==> src/sv/pwlti_pkg.sv <==
// pwlti_pkg: constants and breakpoint tables of the piecewise linear interpolator
// used by the channel interfaces and by piecewise_linear_table_interpolator_top
`default_nettype none

package pwlti_pkg;

    // payload widths
    localparam int ANGLE_W = 16;
    localparam int VALUE_W = 16;

    // breakpoint table
    localparam int TABLE_POINTS = 52;
    localparam int SEG_IDX_W    = $clog2(TABLE_POINTS);

    // widest segment of the table is 187 lsb of angle, so a span fits in 8 bits
    localparam int SEG_W = 8;

    // |y1 - y0| * (angle - x0), rounding half added
    localparam int MAG_W = VALUE_W + SEG_W;

    // reciprocal of a segment span: floor(2^RECIP_SHIFT / span)
    localparam int RECIP_SHIFT = MAG_W;
    localparam int RECIP_W     = 18;

    // quotient estimate and its product with the span
    localparam int QE_W   = 18;
    localparam int PROD_W = QE_W + SEG_W;

    // abscissae, unsigned Q8.8 degrees
    localparam logic [ANGLE_W-1:0] BP_X [TABLE_POINTS] = '{
        16'd812,  16'd980,  16'd1147, 16'd1298, 16'd1467, 16'd1597, 16'd1746, 16'd1897,
        16'd2084, 16'd2217, 16'd2365, 16'd2534, 16'd2668, 16'd2836, 16'd3005, 16'd3156,
        16'd3269, 16'd3438, 16'd3607, 16'd3717, 16'd3904, 16'd4052, 16'd4183, 16'd4367,
        16'd4536, 16'd4628, 16'd4815, 16'd4966, 16'd5117, 16'd5266, 16'd5435, 16'd5568,
        16'd5755, 16'd5888, 16'd6036, 16'd6170, 16'd6356, 16'd6525, 16'd6653, 16'd6787,
        16'd6953, 16'd7084, 16'd7250, 16'd7419, 16'd7549, 16'd7680, 16'd7846, 16'd8015,
        16'd8146, 16'd8312, 16'd8443, 16'd8591
    };

    // ordinates, unsigned Q0.16 with the 0.85 scale already applied
    localparam logic [VALUE_W-1:0] BP_Y [TABLE_POINTS] = '{
        16'd9297,  16'd9069,  16'd10200, 16'd11782, 16'd11442, 16'd12573, 16'd13587,
        16'd15620, 16'd16973, 16'd20477, 16'd23753, 16'd25898, 16'd28605, 16'd31880,
        16'd36058, 16'd40576, 16'd43060, 16'd45205, 16'd46108, 16'd43851, 16'd39105,
        16'd35607, 16'd33345, 16'd28945, 16'd28493, 16'd28716, 16'd30187, 16'd32109,
        16'd35044, 16'd36849, 16'd39896, 16'd44186, 16'd48252, 16'd51979, 16'd54124,
        16'd55143, 16'd56385, 16'd57176, 16'd56045, 16'd55594, 16'd53110, 16'd51639,
        16'd49272, 16'd47461, 16'd44977, 16'd44642, 16'd43400, 16'd41139, 16'd39222,
        16'd37864, 16'd33914, 16'd33123
    };

endpackage

`default_nettype wire

==> src/sv/pwlti_sample_if.sv <==
// pwlti_sample_if: valid/ready channel carrying one angle per beat
// depends on pwlti_pkg
`default_nettype none

interface pwlti_sample_if;

    logic                         valid;
    logic                         ready;
    logic [pwlti_pkg::ANGLE_W-1:0] angle;

    modport source (output valid, output angle, input ready);
    modport sink   (input valid, input angle, output ready);

endinterface

`default_nettype wire

==> src/sv/pwlti_result_if.sv <==
// pwlti_result_if: valid/ready channel carrying one interpolated value per beat
// depends on pwlti_pkg
`default_nettype none

interface pwlti_result_if;

    logic                         valid;
    logic                         ready;
    logic [pwlti_pkg::VALUE_W-1:0] value;
    logic                         in_range;

    modport source (output valid, output value, output in_range, input ready);
    modport sink   (input valid, input value, input in_range, output ready);

endinterface

`default_nettype wire

==> src/sv/piecewise_linear_table_interpolator_top.sv <==
// piecewise_linear_table_interpolator_top: 8-stage pipeline that interpolates a
// fixed breakpoint table; depends on pwlti_pkg, pwlti_sample_if, pwlti_result_if
//
//   channel   dir   payload               beat
//   sample    in    angle[15:0] Q8.8      one angle
//   result    out   value[15:0] Q0.16,    one result per angle, in order
//                   in_range
//
// one angle enters per cycle while stage 1 can load; each result passes
// through the eight register stages (compare, segment search, table read,
// multiply, reciprocal multiply, span multiply, correction, output).
// reset clears only the stage valid bits. a stall on result holds every
// full stage; ready ripples back so empty stages keep filling.
`default_nettype none

module piecewise_linear_table_interpolator_top (
    input  wire                   clk,
    input  wire                   rst_n,
    pwlti_sample_if.sink          sample,
    pwlti_result_if.source        result
);

    localparam int STAGES  = 8;
    localparam int INNER_N = pwlti_pkg::TABLE_POINTS - 2;
    localparam int SRCH_N  = 1 << pwlti_pkg::SEG_IDX_W;

    // per-segment span and reciprocal, indexed by the upper breakpoint
    logic [pwlti_pkg::SEG_W-1:0]   seg_span  [1:pwlti_pkg::TABLE_POINTS-1];
    logic [pwlti_pkg::RECIP_W-1:0] seg_recip [1:pwlti_pkg::TABLE_POINTS-1];

    for (genvar g = 1; g < pwlti_pkg::TABLE_POINTS; g++)
    begin : g_seg_rom
        localparam int SPAN  = int'(pwlti_pkg::BP_X[g]) - int'(pwlti_pkg::BP_X[g-1]);
        localparam int RECIP = (1 << pwlti_pkg::RECIP_SHIFT) / SPAN;
        assign seg_span[g]  = pwlti_pkg::SEG_W'(SPAN);
        assign seg_recip[g] = pwlti_pkg::RECIP_W'(RECIP);
    end

    // ---------------------------------------------------------------
    // flow control: stage k loads when it is empty or stage k+1 loads
    // ---------------------------------------------------------------
    logic [STAGES:1] v_reg;
    logic [STAGES:1] v_next;
    logic [STAGES+1:1] en;

    always_comb
    begin
        en[STAGES+1] = result.ready;
        for (int k = STAGES; k >= 1; k--)
        begin
            en[k] = !v_reg[k] || en[k+1];
        end
        v_next[1] = en[1] ? sample.valid : v_reg[1];
        for (int k = 2; k <= STAGES; k++)
        begin
            v_next[k] = en[k] ? v_reg[k-1] : v_reg[k];
        end
    end

    always_ff @(posedge clk or negedge rst_n)
    begin
        if (!rst_n)
        begin
            v_reg <= '0;
        end
        else
        begin
            v_reg <= v_next;
        end
    end

    assign sample.ready = en[1];

    // ---------------------------------------------------------------
    // stage 1: range check and compare against inner breakpoints
    // ---------------------------------------------------------------
    logic [pwlti_pkg::ANGLE_W-1:0] s1_angle_reg;
    logic                          s1_rng_reg, s1_rng_next;
    logic [INNER_N-1:0]            s1_lt_reg, s1_lt_next;

    always_comb
    begin
        s1_rng_next = (sample.angle >= pwlti_pkg::BP_X[0])
                   && (sample.angle < pwlti_pkg::BP_X[pwlti_pkg::TABLE_POINTS-1]);
        for (int i = 0; i < INNER_N; i++)
        begin
            s1_lt_next[i] = pwlti_pkg::BP_X[i+1] < sample.angle;
        end
    end

    always_ff @(posedge clk)
    begin
        if (en[1])
        begin
            s1_angle_reg <= sample.angle;
            s1_rng_reg   <= s1_rng_next;
            s1_lt_reg    <= s1_lt_next;
        end
    end

    // ---------------------------------------------------------------
    // stage 2: binary search of the thermometer code for the segment
    // ---------------------------------------------------------------
    logic [pwlti_pkg::ANGLE_W-1:0]   s2_angle_reg;
    logic                            s2_rng_reg;
    logic [pwlti_pkg::SEG_IDX_W-1:0] s2_hi_reg, s2_hi_next;
    logic [SRCH_N-1:0]               therm;
    logic [pwlti_pkg::SEG_IDX_W-1:0] pos;
    logic [pwlti_pkg::SEG_IDX_W-1:0] probe;

    always_comb
    begin
        therm = SRCH_N'(s1_lt_reg);
        pos   = '0;
        for (int b = pwlti_pkg::SEG_IDX_W - 1; b >= 0; b--)
        begin
            probe = pos + pwlti_pkg::SEG_IDX_W'((1 << b) - 1);
            if (therm[probe])
            begin
                pos = pos + pwlti_pkg::SEG_IDX_W'(1 << b);
            end
        end
        // first breakpoint not below the angle
        s2_hi_next = pos + pwlti_pkg::SEG_IDX_W'(1);
    end

    always_ff @(posedge clk)
    begin
        if (en[2])
        begin
            s2_angle_reg <= s1_angle_reg;
            s2_rng_reg   <= s1_rng_reg;
            s2_hi_reg    <= s2_hi_next;
        end
    end

    // ---------------------------------------------------------------
    // stage 3: table read, offset into segment, ordinate step
    // ---------------------------------------------------------------
    logic                            s3_rng_reg;
    logic [pwlti_pkg::SEG_W-1:0]     s3_dx_reg, s3_dx_next;
    logic [pwlti_pkg::VALUE_W-1:0]   s3_dy_reg, s3_dy_next;
    logic                            s3_neg_reg, s3_neg_next;
    logic [pwlti_pkg::VALUE_W-1:0]   s3_y0_reg, s3_y0_next;
    logic [pwlti_pkg::SEG_W-1:0]     s3_span_reg;
    logic [pwlti_pkg::RECIP_W-1:0]   s3_recip_reg;
    logic [pwlti_pkg::SEG_IDX_W-1:0] lo_idx;
    logic [pwlti_pkg::VALUE_W-1:0]   y1;
    logic [pwlti_pkg::ANGLE_W-1:0]   dx_full;

    always_comb
    begin
        lo_idx      = s2_hi_reg - pwlti_pkg::SEG_IDX_W'(1);
        s3_y0_next  = pwlti_pkg::BP_Y[lo_idx];
        y1          = pwlti_pkg::BP_Y[s2_hi_reg];
        // the offset never exceeds the span while in range
        dx_full     = s2_angle_reg - pwlti_pkg::BP_X[lo_idx];
        s3_dx_next  = dx_full[pwlti_pkg::SEG_W-1:0];
        s3_neg_next = y1 < s3_y0_next;
        s3_dy_next  = s3_neg_next ? (s3_y0_next - y1) : (y1 - s3_y0_next);
    end

    always_ff @(posedge clk)
    begin
        if (en[3])
        begin
            s3_rng_reg   <= s2_rng_reg;
            s3_dx_reg    <= s3_dx_next;
            s3_dy_reg    <= s3_dy_next;
            s3_neg_reg   <= s3_neg_next;
            s3_y0_reg    <= s3_y0_next;
            s3_span_reg  <= seg_span[s2_hi_reg];
            s3_recip_reg <= seg_recip[s2_hi_reg];
        end
    end

    // ---------------------------------------------------------------
    // stage 4: numerator magnitude plus half span for round to nearest
    // ---------------------------------------------------------------
    logic                          s4_rng_reg;
    logic [pwlti_pkg::MAG_W-1:0]   s4_num_reg, s4_num_next;
    logic                          s4_neg_reg;
    logic [pwlti_pkg::VALUE_W-1:0] s4_y0_reg;
    logic [pwlti_pkg::SEG_W-1:0]   s4_span_reg;
    logic [pwlti_pkg::RECIP_W-1:0] s4_recip_reg;

    always_comb
    begin
        s4_num_next = (pwlti_pkg::MAG_W'(s3_dy_reg) * pwlti_pkg::MAG_W'(s3_dx_reg))
                    + pwlti_pkg::MAG_W'(s3_span_reg >> 1);
    end

    always_ff @(posedge clk)
    begin
        if (en[4])
        begin
            s4_rng_reg   <= s3_rng_reg;
            s4_num_reg   <= s4_num_next;
            s4_neg_reg   <= s3_neg_reg;
            s4_y0_reg    <= s3_y0_reg;
            s4_span_reg  <= s3_span_reg;
            s4_recip_reg <= s3_recip_reg;
        end
    end

    // ---------------------------------------------------------------
    // stage 5: quotient estimate by reciprocal, low by at most one
    // ---------------------------------------------------------------
    localparam int RPROD_W = pwlti_pkg::MAG_W + pwlti_pkg::RECIP_W;

    logic                          s5_rng_reg;
    logic [pwlti_pkg::MAG_W-1:0]   s5_num_reg;
    logic [pwlti_pkg::QE_W-1:0]    s5_qe_reg, s5_qe_next;
    logic                          s5_neg_reg;
    logic [pwlti_pkg::VALUE_W-1:0] s5_y0_reg;
    logic [pwlti_pkg::SEG_W-1:0]   s5_span_reg;
    logic [RPROD_W-1:0]            rprod;

    always_comb
    begin
        rprod      = RPROD_W'(s4_num_reg) * RPROD_W'(s4_recip_reg);
        s5_qe_next = rprod[pwlti_pkg::RECIP_SHIFT +: pwlti_pkg::QE_W];
    end

    always_ff @(posedge clk)
    begin
        if (en[5])
        begin
            s5_rng_reg  <= s4_rng_reg;
            s5_num_reg  <= s4_num_reg;
            s5_qe_reg   <= s5_qe_next;
            s5_neg_reg  <= s4_neg_reg;
            s5_y0_reg   <= s4_y0_reg;
            s5_span_reg <= s4_span_reg;
        end
    end

    // ---------------------------------------------------------------
    // stage 6: estimate times span for the remainder check
    // ---------------------------------------------------------------
    logic                          s6_rng_reg;
    logic [pwlti_pkg::MAG_W-1:0]   s6_num_reg;
    logic [pwlti_pkg::QE_W-1:0]    s6_qe_reg;
    logic [pwlti_pkg::PROD_W-1:0]  s6_prod_reg, s6_prod_next;
    logic                          s6_neg_reg;
    logic [pwlti_pkg::VALUE_W-1:0] s6_y0_reg;
    logic [pwlti_pkg::SEG_W-1:0]   s6_span_reg;

    assign s6_prod_next = pwlti_pkg::PROD_W'(s5_qe_reg) * pwlti_pkg::PROD_W'(s5_span_reg);

    always_ff @(posedge clk)
    begin
        if (en[6])
        begin
            s6_rng_reg  <= s5_rng_reg;
            s6_num_reg  <= s5_num_reg;
            s6_qe_reg   <= s5_qe_reg;
            s6_prod_reg <= s6_prod_next;
            s6_neg_reg  <= s5_neg_reg;
            s6_y0_reg   <= s5_y0_reg;
            s6_span_reg <= s5_span_reg;
        end
    end

    // ---------------------------------------------------------------
    // stage 7: bump the estimate when the remainder reaches the span
    // ---------------------------------------------------------------
    logic                          s7_rng_reg;
    logic [pwlti_pkg::QE_W-1:0]    s7_q_reg, s7_q_next;
    logic                          s7_neg_reg;
    logic [pwlti_pkg::VALUE_W-1:0] s7_y0_reg;
    logic [pwlti_pkg::PROD_W-1:0]  rem;

    always_comb
    begin
        rem = pwlti_pkg::PROD_W'(s6_num_reg) - s6_prod_reg;
        if (rem >= pwlti_pkg::PROD_W'(s6_span_reg))
        begin
            s7_q_next = s6_qe_reg + pwlti_pkg::QE_W'(1);
        end
        else
        begin
            s7_q_next = s6_qe_reg;
        end
    end

    always_ff @(posedge clk)
    begin
        if (en[7])
        begin
            s7_rng_reg <= s6_rng_reg;
            s7_q_reg   <= s7_q_next;
            s7_neg_reg <= s6_neg_reg;
            s7_y0_reg  <= s6_y0_reg;
        end
    end

    // ---------------------------------------------------------------
    // stage 8: apply step to lower ordinate, zero when out of range
    // ---------------------------------------------------------------
    logic [pwlti_pkg::VALUE_W-1:0] s8_value_reg, s8_value_next;
    logic                          s8_rng_reg;
    logic [pwlti_pkg::QE_W-1:0]    y_sum;

    always_comb
    begin
        // result stays between the two ordinates, so no saturation is needed
        if (s7_neg_reg)
        begin
            y_sum = pwlti_pkg::QE_W'(s7_y0_reg) - s7_q_reg;
        end
        else
        begin
            y_sum = pwlti_pkg::QE_W'(s7_y0_reg) + s7_q_reg;
        end
        s8_value_next = s7_rng_reg ? y_sum[pwlti_pkg::VALUE_W-1:0] : '0;
    end

    always_ff @(posedge clk)
    begin
        if (en[8])
        begin
            s8_value_reg <= s8_value_next;
            s8_rng_reg   <= s7_rng_reg;
        end
    end

    assign result.valid    = v_reg[STAGES];
    assign result.value    = s8_value_reg;
    assign result.in_range = s8_rng_reg;

endmodule

`default_nettype wire
==> src/flat_wrapper.sv <==
// flat-port wrapper written by rule: the top's interface ports become plain ports
module piecewise_linear_table_interpolator_top_flat 
  (clk, rst_n, sample_valid, sample_angle, sample_ready, result_valid, result_value, result_in_range, result_ready);
  pwlti_sample_if sample_i ();
  pwlti_result_if result_i ();
  input  wire clk;
  input  wire rst_n;
  input wire logic [$bits(sample_i.valid)-1:0] sample_valid;
  input wire logic [$bits(sample_i.angle)-1:0] sample_angle;
  output wire logic [$bits(sample_i.ready)-1:0] sample_ready;
  output wire logic [$bits(result_i.valid)-1:0] result_valid;
  output wire logic [$bits(result_i.value)-1:0] result_value;
  output wire logic [$bits(result_i.in_range)-1:0] result_in_range;
  input wire logic [$bits(result_i.ready)-1:0] result_ready;
  assign sample_i.valid = sample_valid;
  assign sample_i.angle = sample_angle;
  assign sample_ready = sample_i.ready;
  assign result_valid = result_i.valid;
  assign result_value = result_i.value;
  assign result_in_range = result_i.in_range;
  assign result_i.ready = result_ready;
  piecewise_linear_table_interpolator_top u_core (.clk(clk), .rst_n(rst_n), .sample(sample_i), .result(result_i));
endmodule
==> config.mk <==
export PLATFORM = sky130hd
export DESIGN_NAME = piecewise_linear_table_interpolator_top_flat
export DESIGN_NICKNAME = d
export VERILOG_FILES = /design/src/sv/pwlti_pkg.sv /design/src/sv/pwlti_sample_if.sv /design/src/sv/pwlti_result_if.sv /design/src/sv/piecewise_linear_table_interpolator_top.sv /design/src/flat_wrapper.sv
export SDC_FILE = /design/constraint.sdc
export NUM_CORES = 2
export LEC_CHECK = 0
export CORE_MARGIN = 2
export CORE_UTILIZATION = 25
export CTS_CLUSTER_SIZE = 28
export DETAILED_ROUTE_END_ITERATION = 10
export DONT_BUFFER_PORTS = 1
export GPL_TIMING_DRIVEN = 0
export HOLD_SLACK_MARGIN = 0.08
export MAX_ROUTING_LAYER = met4
export SLEW_MARGIN = 20
export SYNTH_ARGS = -nofsm -noshare
export SYNTH_HDL_FRONTEND = slang
export SYNTH_SLANG_ARGS = --single-unit
==> constraint.sdc <==
create_clock -name clk -period 8.5 [get_ports clk]
set_clock_uncertainty 0.05 [all_clocks]
set_input_delay 0.85 -clock clk [delete_from_list [all_inputs] [get_ports clk]]
set_output_delay 0.85 -clock clk [all_outputs]
set_load 0.05 [all_outputs]
Word level (Yosys, flattened, before mapping):

Memory sizes are Yosys's and may differ from the RTL's. A register that Yosys moved wholly into a read port is not among the register bits.
Cells that the tools add are included.

* memories: 5
* bits in registers: 403
* bits in latches: 0
* logic and storage cells: 176
* ROM bits: 4736
* RAM bits: 0

Memories
* (name not given): words 64, bits a word 18, rd ports 1, clocked after memory_dff 1, write ports 0, RTL line piecewise_linear_table_interpolator_top.sv:173 `s3_recip_reg <= seg_recip[s2_hi_reg];`
* (name not given): words 64, bits a word 16, rd ports 1, clocked after memory_dff 0, write ports 0, RTL line piecewise_linear_table_interpolator_top.sv:154 `s3_y0_next = pwlti_pkg::BP_Y[lo_idx];`
* (name not given): words 64, bits a word 16, rd ports 1, clocked after memory_dff 0, write ports 0, RTL line piecewise_linear_table_interpolator_top.sv:155 `y1 = pwlti_pkg::BP_Y[s2_hi_reg];`
* (name not given): words 64, bits a word 16, rd ports 1, clocked after memory_dff 0, write ports 0, RTL line piecewise_linear_table_interpolator_top.sv:157 `dx_full = s2_angle_reg - pwlti_pkg::BP_X[lo_idx];`
* (name not given): words 64, bits a word 8, rd ports 1, clocked after memory_dff 1, write ports 0, RTL line piecewise_linear_table_interpolator_top.sv:172 `s3_span_reg <= seg_span[s2_hi_reg];`

* muxes and demuxes: 25
* divide/modulo/power cells: 0
* shift-type cells: 0
* reduce and logical (&&, ||, !) cells: 17
* equal/unequal tests: 0
* $add $sub $neg: 19
* $mul: 3
* $lt $le $gt $ge: 61
* bitwise operators: 2

Operators with widths (number)
* 13-bit by 16-bit < comparator with 1-bit output (first input constant): 27
* 12-bit by 16-bit < comparator with 1-bit output (first input constant): 14
* 16-bit 2-to-1 mux: 7
* 11-bit by 16-bit < comparator with 1-bit output (first input constant): 6
* 16-bit subtractor: 3
* 24-bit by 18-bit multiplier with 42-bit output: 1
* 6-bit 2-to-1 mux: 6
* 6-bit by 7-bit < comparator with 1-bit output (second input constant): 5
* 14-bit by 16-bit < comparator with 1-bit output (first input constant): 2
* 1-bit binary-select mux with 6-bit select: 5
* 26-bit by 8-bit >= comparator with 1-bit output: 1
* 18-bit by 8-bit multiplier with 26-bit output: 1
* 24-bit by 26-bit subtractor with 26-bit output: 1
* 24-bit by 7-bit adder with 24-bit output: 1
* 16-bit by 8-bit multiplier with 24-bit output: 1
* 6-bit by 1-bit adder with 6-bit output (second input constant): 3
* 16-bit by 1-bit adder with 16-bit output (second input constant): 1
* 16-bit adder: 1
* 16-bit by 10-bit >= comparator with 1-bit output (second input constant): 1
* 10-bit by 16-bit < comparator with 1-bit output (first input constant): 1
* 16-bit by 14-bit < comparator with 1-bit output (second input constant): 1
* 16-bit < comparator: 1
* 8-bit 2-to-1 mux: 2
* 7-bit >= comparator (second input constant): 2
* 11 further kinds: 33

Logic depth before layout (Yosys ltp):

* depth after elaboration: 21
* mapped depth: 29
* gate-level depth less buffers: 25

Worst setup path after synthesis:

OpenSTA, ideal clock, no wires.

* kind: input -> register
* start point: input result_ready
* end point: register u_core.s1_angle_reg[0] in the netlist's numbering (enable)
* path slack: -406 ps
* arrival time: 7900 ps
* buffers on the path: 0
* setup time: 957 ps
* stages on the path: 6
* cell sequence: nor2b_1 -> nand3_1 -> nor2_1 -> nand3_1 -> inv_1 -> nand3_1

* longest elaborated chain between the ends: 8

Ends and longest elaborated chain
* start: declaration: RTL line flat_wrapper.sv:14 `input wire logic [$bits(result_i.ready)-1:0] result_ready;`
* 1-bit logical OR (3 in a row): RTL line piecewise_linear_table_interpolator_top.sv:51 `en[k] = !v_reg[k] || en[k+1];`
* net u_core.en, one bit: RTL line piecewise_linear_table_interpolator_top.sv:44 `logic [STAGES+1:1] en;`
* 1-bit logical OR (3 in a row): RTL line piecewise_linear_table_interpolator_top.sv:51
* net u_core.en, one bit: RTL line piecewise_linear_table_interpolator_top.sv:44
* 1-bit logical OR (2 in a row): RTL line piecewise_linear_table_interpolator_top.sv:51
* net sample_ready: RTL line flat_wrapper.sv:10 `output wire logic [$bits(sample_i.ready)-1:0] sample_ready;`
* end signal: assignment: RTL line piecewise_linear_table_interpolator_top.sv:95 `s1_angle_reg <= sample.angle;`
* end: declaration: RTL line piecewise_linear_table_interpolator_top.sv:77 `logic [pwlti_pkg::ANGLE_W-1:0] s1_angle_reg;`

The timed path passes the listed nets, and every way through them passes these cells.
A chain may end at the register's enable or synchronous reset.

Final worst setup path:

* start point: register u_core.s4_num_reg[14] in the netlist's numbering
* end point: register u_core.s5_qe_reg[17] in the netlist's numbering (data pin)

* longest elaborated chain between the ends: 1

Ends and longest elaborated chain
* start: declaration: RTL line piecewise_linear_table_interpolator_top.sv:181 `logic [pwlti_pkg::MAG_W-1:0] s4_num_reg, s4_num_next;`
* start signal: assignment: RTL line piecewise_linear_table_interpolator_top.sv:198 `s4_num_reg <= s4_num_next;`
* 24-bit by 18-bit multiplier with 42-bit output: RTL line piecewise_linear_table_interpolator_top.sv:221 `rprod = RPROD_W'(s4_num_reg) * RPROD_W'(s4_recip_reg);`
* net u_core.rprod[41]: RTL line piecewise_linear_table_interpolator_top.sv:217 `logic [RPROD_W-1:0] rprod;`
* end signal: assignment: RTL line piecewise_linear_table_interpolator_top.sv:231 `s5_qe_reg <= s5_qe_next;`
* end: declaration: RTL line piecewise_linear_table_interpolator_top.sv:213 `logic [pwlti_pkg::QE_W-1:0] s5_qe_reg, s5_qe_next;`

The timed path passes the listed nets, and every way through them passes these cells.

==> impl_metrics.env <==
export IMPL_num_io_pins=39
export IMPL_worstPathMaxFanout=10
export IMPL_fin_nets=5729
export IMPL_ys_flop_type="edfxtp_1"
export IMPL_clkSinkCount=429
export IMPL_grt_max_degree=57
export IMPL_ant_nets=1
export IMPL_dp_cells=7137
export IMPL_synth_edf_count=421
export IMPL_crit_arrival_ps=8510
export IMPL_drt_pre_antenna_iters=6
export IMPL_relSlewSlack=0.218
export IMPL_clk_root_buffer_cell="clkbuf_16"
export IMPL_final_period_utilization=0.964
export IMPL_core_um2=181000
export IMPL_synth_seq_area_share=0.283
export IMPL_final_common_cell="inv_1"
export IMPL_grt_pass1_wl_mm=229
export IMPL_drc=0
export IMPL_endpoint_kind="flip-flop"
export IMPL_async_flop_share=0.0186
export IMPL_yosys_area_top_type="edfxtp_1"
export IMPL_setup_viol=0
export IMPL_netlist_instances=4760
export IMPL_io_buffers=0
export IMPL_place_congestion=0.953
export IMPL_dr_first_iter_drc_count=2648
export IMPL_synth_cell_type_count=86
export IMPL_vias=35200
export IMPL_multi_input_area_um2=28800
export IMPL_hold_viol=0
export IMPL_dp_slack_ps=-2170
export IMPL_ys_seq_elements=429
export IMPL_maxCapViolations=0
export IMPL_slew_viol_final=0
export IMPL_yosys_warnings=0
export IMPL_cts_made_buffers=48
export IMPL_finalCriticalPeriod_ps=8190
export IMPL_die_area_um2=185000
export IMPL_synth_area_per_cell_um2=9.53
export IMPL_die_y_um=430
export IMPL_netlist_area_um2=45300
export IMPL_regArea_um2=12800
export IMPL_failed_checks="antenna rules"
export IMPL_wl_per_cell_um=20.6
export IMPL_synth_nets=5657
export IMPL_largest_reg_flops=50
export IMPL_path_class="flip-flop to flip-flop"
export IMPL_clock_path_buffers=3
export IMPL_cp_data_required_time_ps=8820
export IMPL_start_util=0.251
export IMPL_antenna_found_initial=5
export IMPL_tightest_slew_ps=1170
export IMPL_grt_overflow=0
export IMPL_path_clk_slew_ps=80
export IMPL_n_fill_cell=19000
export IMPL_critPathLaunchType="flip-flop"
export IMPL_post_dp_hpwl_mm=116
export IMPL_viasPerCell=4.86
export IMPL_status="finished, violations left"
export IMPL_layout_common_cells="inv_1 (764), nand2_1 (644), fa_1 (545)"
export IMPL_num_rows=156
export IMPL_grt_pass1_vias=36700
export IMPL_worstSkewPairLatency_ps=640
export IMPL_grt_util_all_layers=0.166
export IMPL_synth_top_area_share=0.279
export IMPL_area_growth_syn_to_layout_pct=11.4
export IMPL_timing_final_ws_setup_ps=306
export IMPL_fin_cells=7248
export IMPL_cts_tree="yes"
export IMPL_wirelength_mm=149
export IMPL_hold_path_class="primary input to flip-flop"
export IMPL_synth_area_top_cells="edfxtp_1 (28%), fa_1 (24%), ha_1 (9.2%)"
export IMPL_fmax_ghz=0.122
export IMPL_holdWs_ps=273
export IMPL_die_width_um=430
export IMPL_drive_gt1_frac=0.0460
export IMPL_htreeDepth=2
==> cell families (layout without fill, tap and decap cells) <==
| kind of cell | Yosys count | in the layout | synth area share |
|---|---|---|---|
| xor gates and xnor gates | 126 | 126 | 0.0243 |
| muxes | 36 | 36 | 0.00847 |
| AOI/OAI and AO/OA | 803 | 803 | 0.114 |
| buffers and inverters | 1002 | 1111 | 0.0832 |
| and+or+nand+nor | 1487 | 1487 | 0.154 |
| adders and majority gates | 877 | 877 | 0.332 |
| DFF | 429 | 429 | 0.283 |
| other | 0 | 9 | 0 |
==> metal layers <==
metal,global-route usage,part of all wire,up-vias
met5,-,0,-
met4,0.0583,0.039,0
met3,0.0272,0.065,334
met2,0.275,0.48,1283
met1,0.205,0.41,17700
li1,-,-,15800
==> worst max-delay path, stage by stage (launching register included) <==
cell and delay [ps]:
edfxtp_1 700, clkbuf_2 420, nand2_1 120, fa_1 500, inv_1 50, fa_1 480, inv_1 50, fa_1 500
inv_1 50, fa_1 490, fa_1 560, inv_1 60, fa_1 530, inv_1 50, ha_1 300, a21o_1 180
a221o_1 420, a221o_1 370, a32oi_1 330, a211o_1 280, a311oi_1 190, o21ai_2 260, a21boi_1 170, or3b_2 500
a31oi_1 210, xnor2_1 90
==> metrics by stage <==
| step | instance area (um^2) | TNS (ps) | utilization |
|---|---|---|---|
| final | 50500 | 0 | 0.280 |
| after global routing | 50500 | -11.4 | 0.280 |
| after CTS | 50400 | 0 | 0.279 |
| after detailed placement | 48600 | -30540 | 0.269 |
| after global placement | 48300 | -173510 | 0.268 |
| after floorplan | 45400 | 0 | - |
==> path summary, 6_finish.rpt <==
path / end / cells after the start / slack (ps) / start
max reg2reg: u_core.s5_qe_reg[17] / 25 / 310 / u_core.s4_num_reg[14]
min reg2reg: u_core.s5_span_reg[4] / 0 / 350 / u_core.s4_span_reg[4]
max: u_core.s5_qe_reg[17] / 25 / 310 / u_core.s4_num_reg[14]
max in group asynchronous: u_core.v_reg[7] / 1 / 7410 / rst_n
min in group asynchronous: u_core.v_reg[2] / 1 / 590 / rst_n
min: u_core.v_reg[1] / 1 / 270 / sample_valid
==> synthesized netlist by cell type, drive strengths merged (21+ instances only) <==
cell type	number
clkbuf	200
nand3	70
nor2	235
nor3	69
o211ai	33
mux2i	26
nand2	646
xnor2	86
a21o	52
buf	32
nor2b	33
and2	298
or3	21
a31oi	26
inv	767
edfxtp	421
a21oi	223
o21a	27
nand2b	24
fa	545
a311oi	22
ha	332
o21ai	204
xor2	40
a211oi	35
==> timing repair <==
action | in CTS | in global routing
endpoints found under the hold margin | 8 | 0
buffers inserted | 14 | 7
hold buffers | 1 | 0
setup endpoints to repair | 23 | 14
gates resized for setup | 45 | 35
pin swaps | 0 | 0
==> area by class of cell <==
cell class | count | area share
clock buffer | 55 | 0.0243
buffer | 225 | 0.0184
multi-input combinational | 3329 | 0.571
antenna | 9 | 0.000446
clock inverter | 32 | 0.00857
timing repair buffer | 29 | 0.00699
inverter | 770 | 0.0574
sequential | 429 | 0.254
tap | 2370 | 0.0587
Power is not shown: default switching activity piles up to over one toggle a cycle in this logic, so the estimate is an artifact.
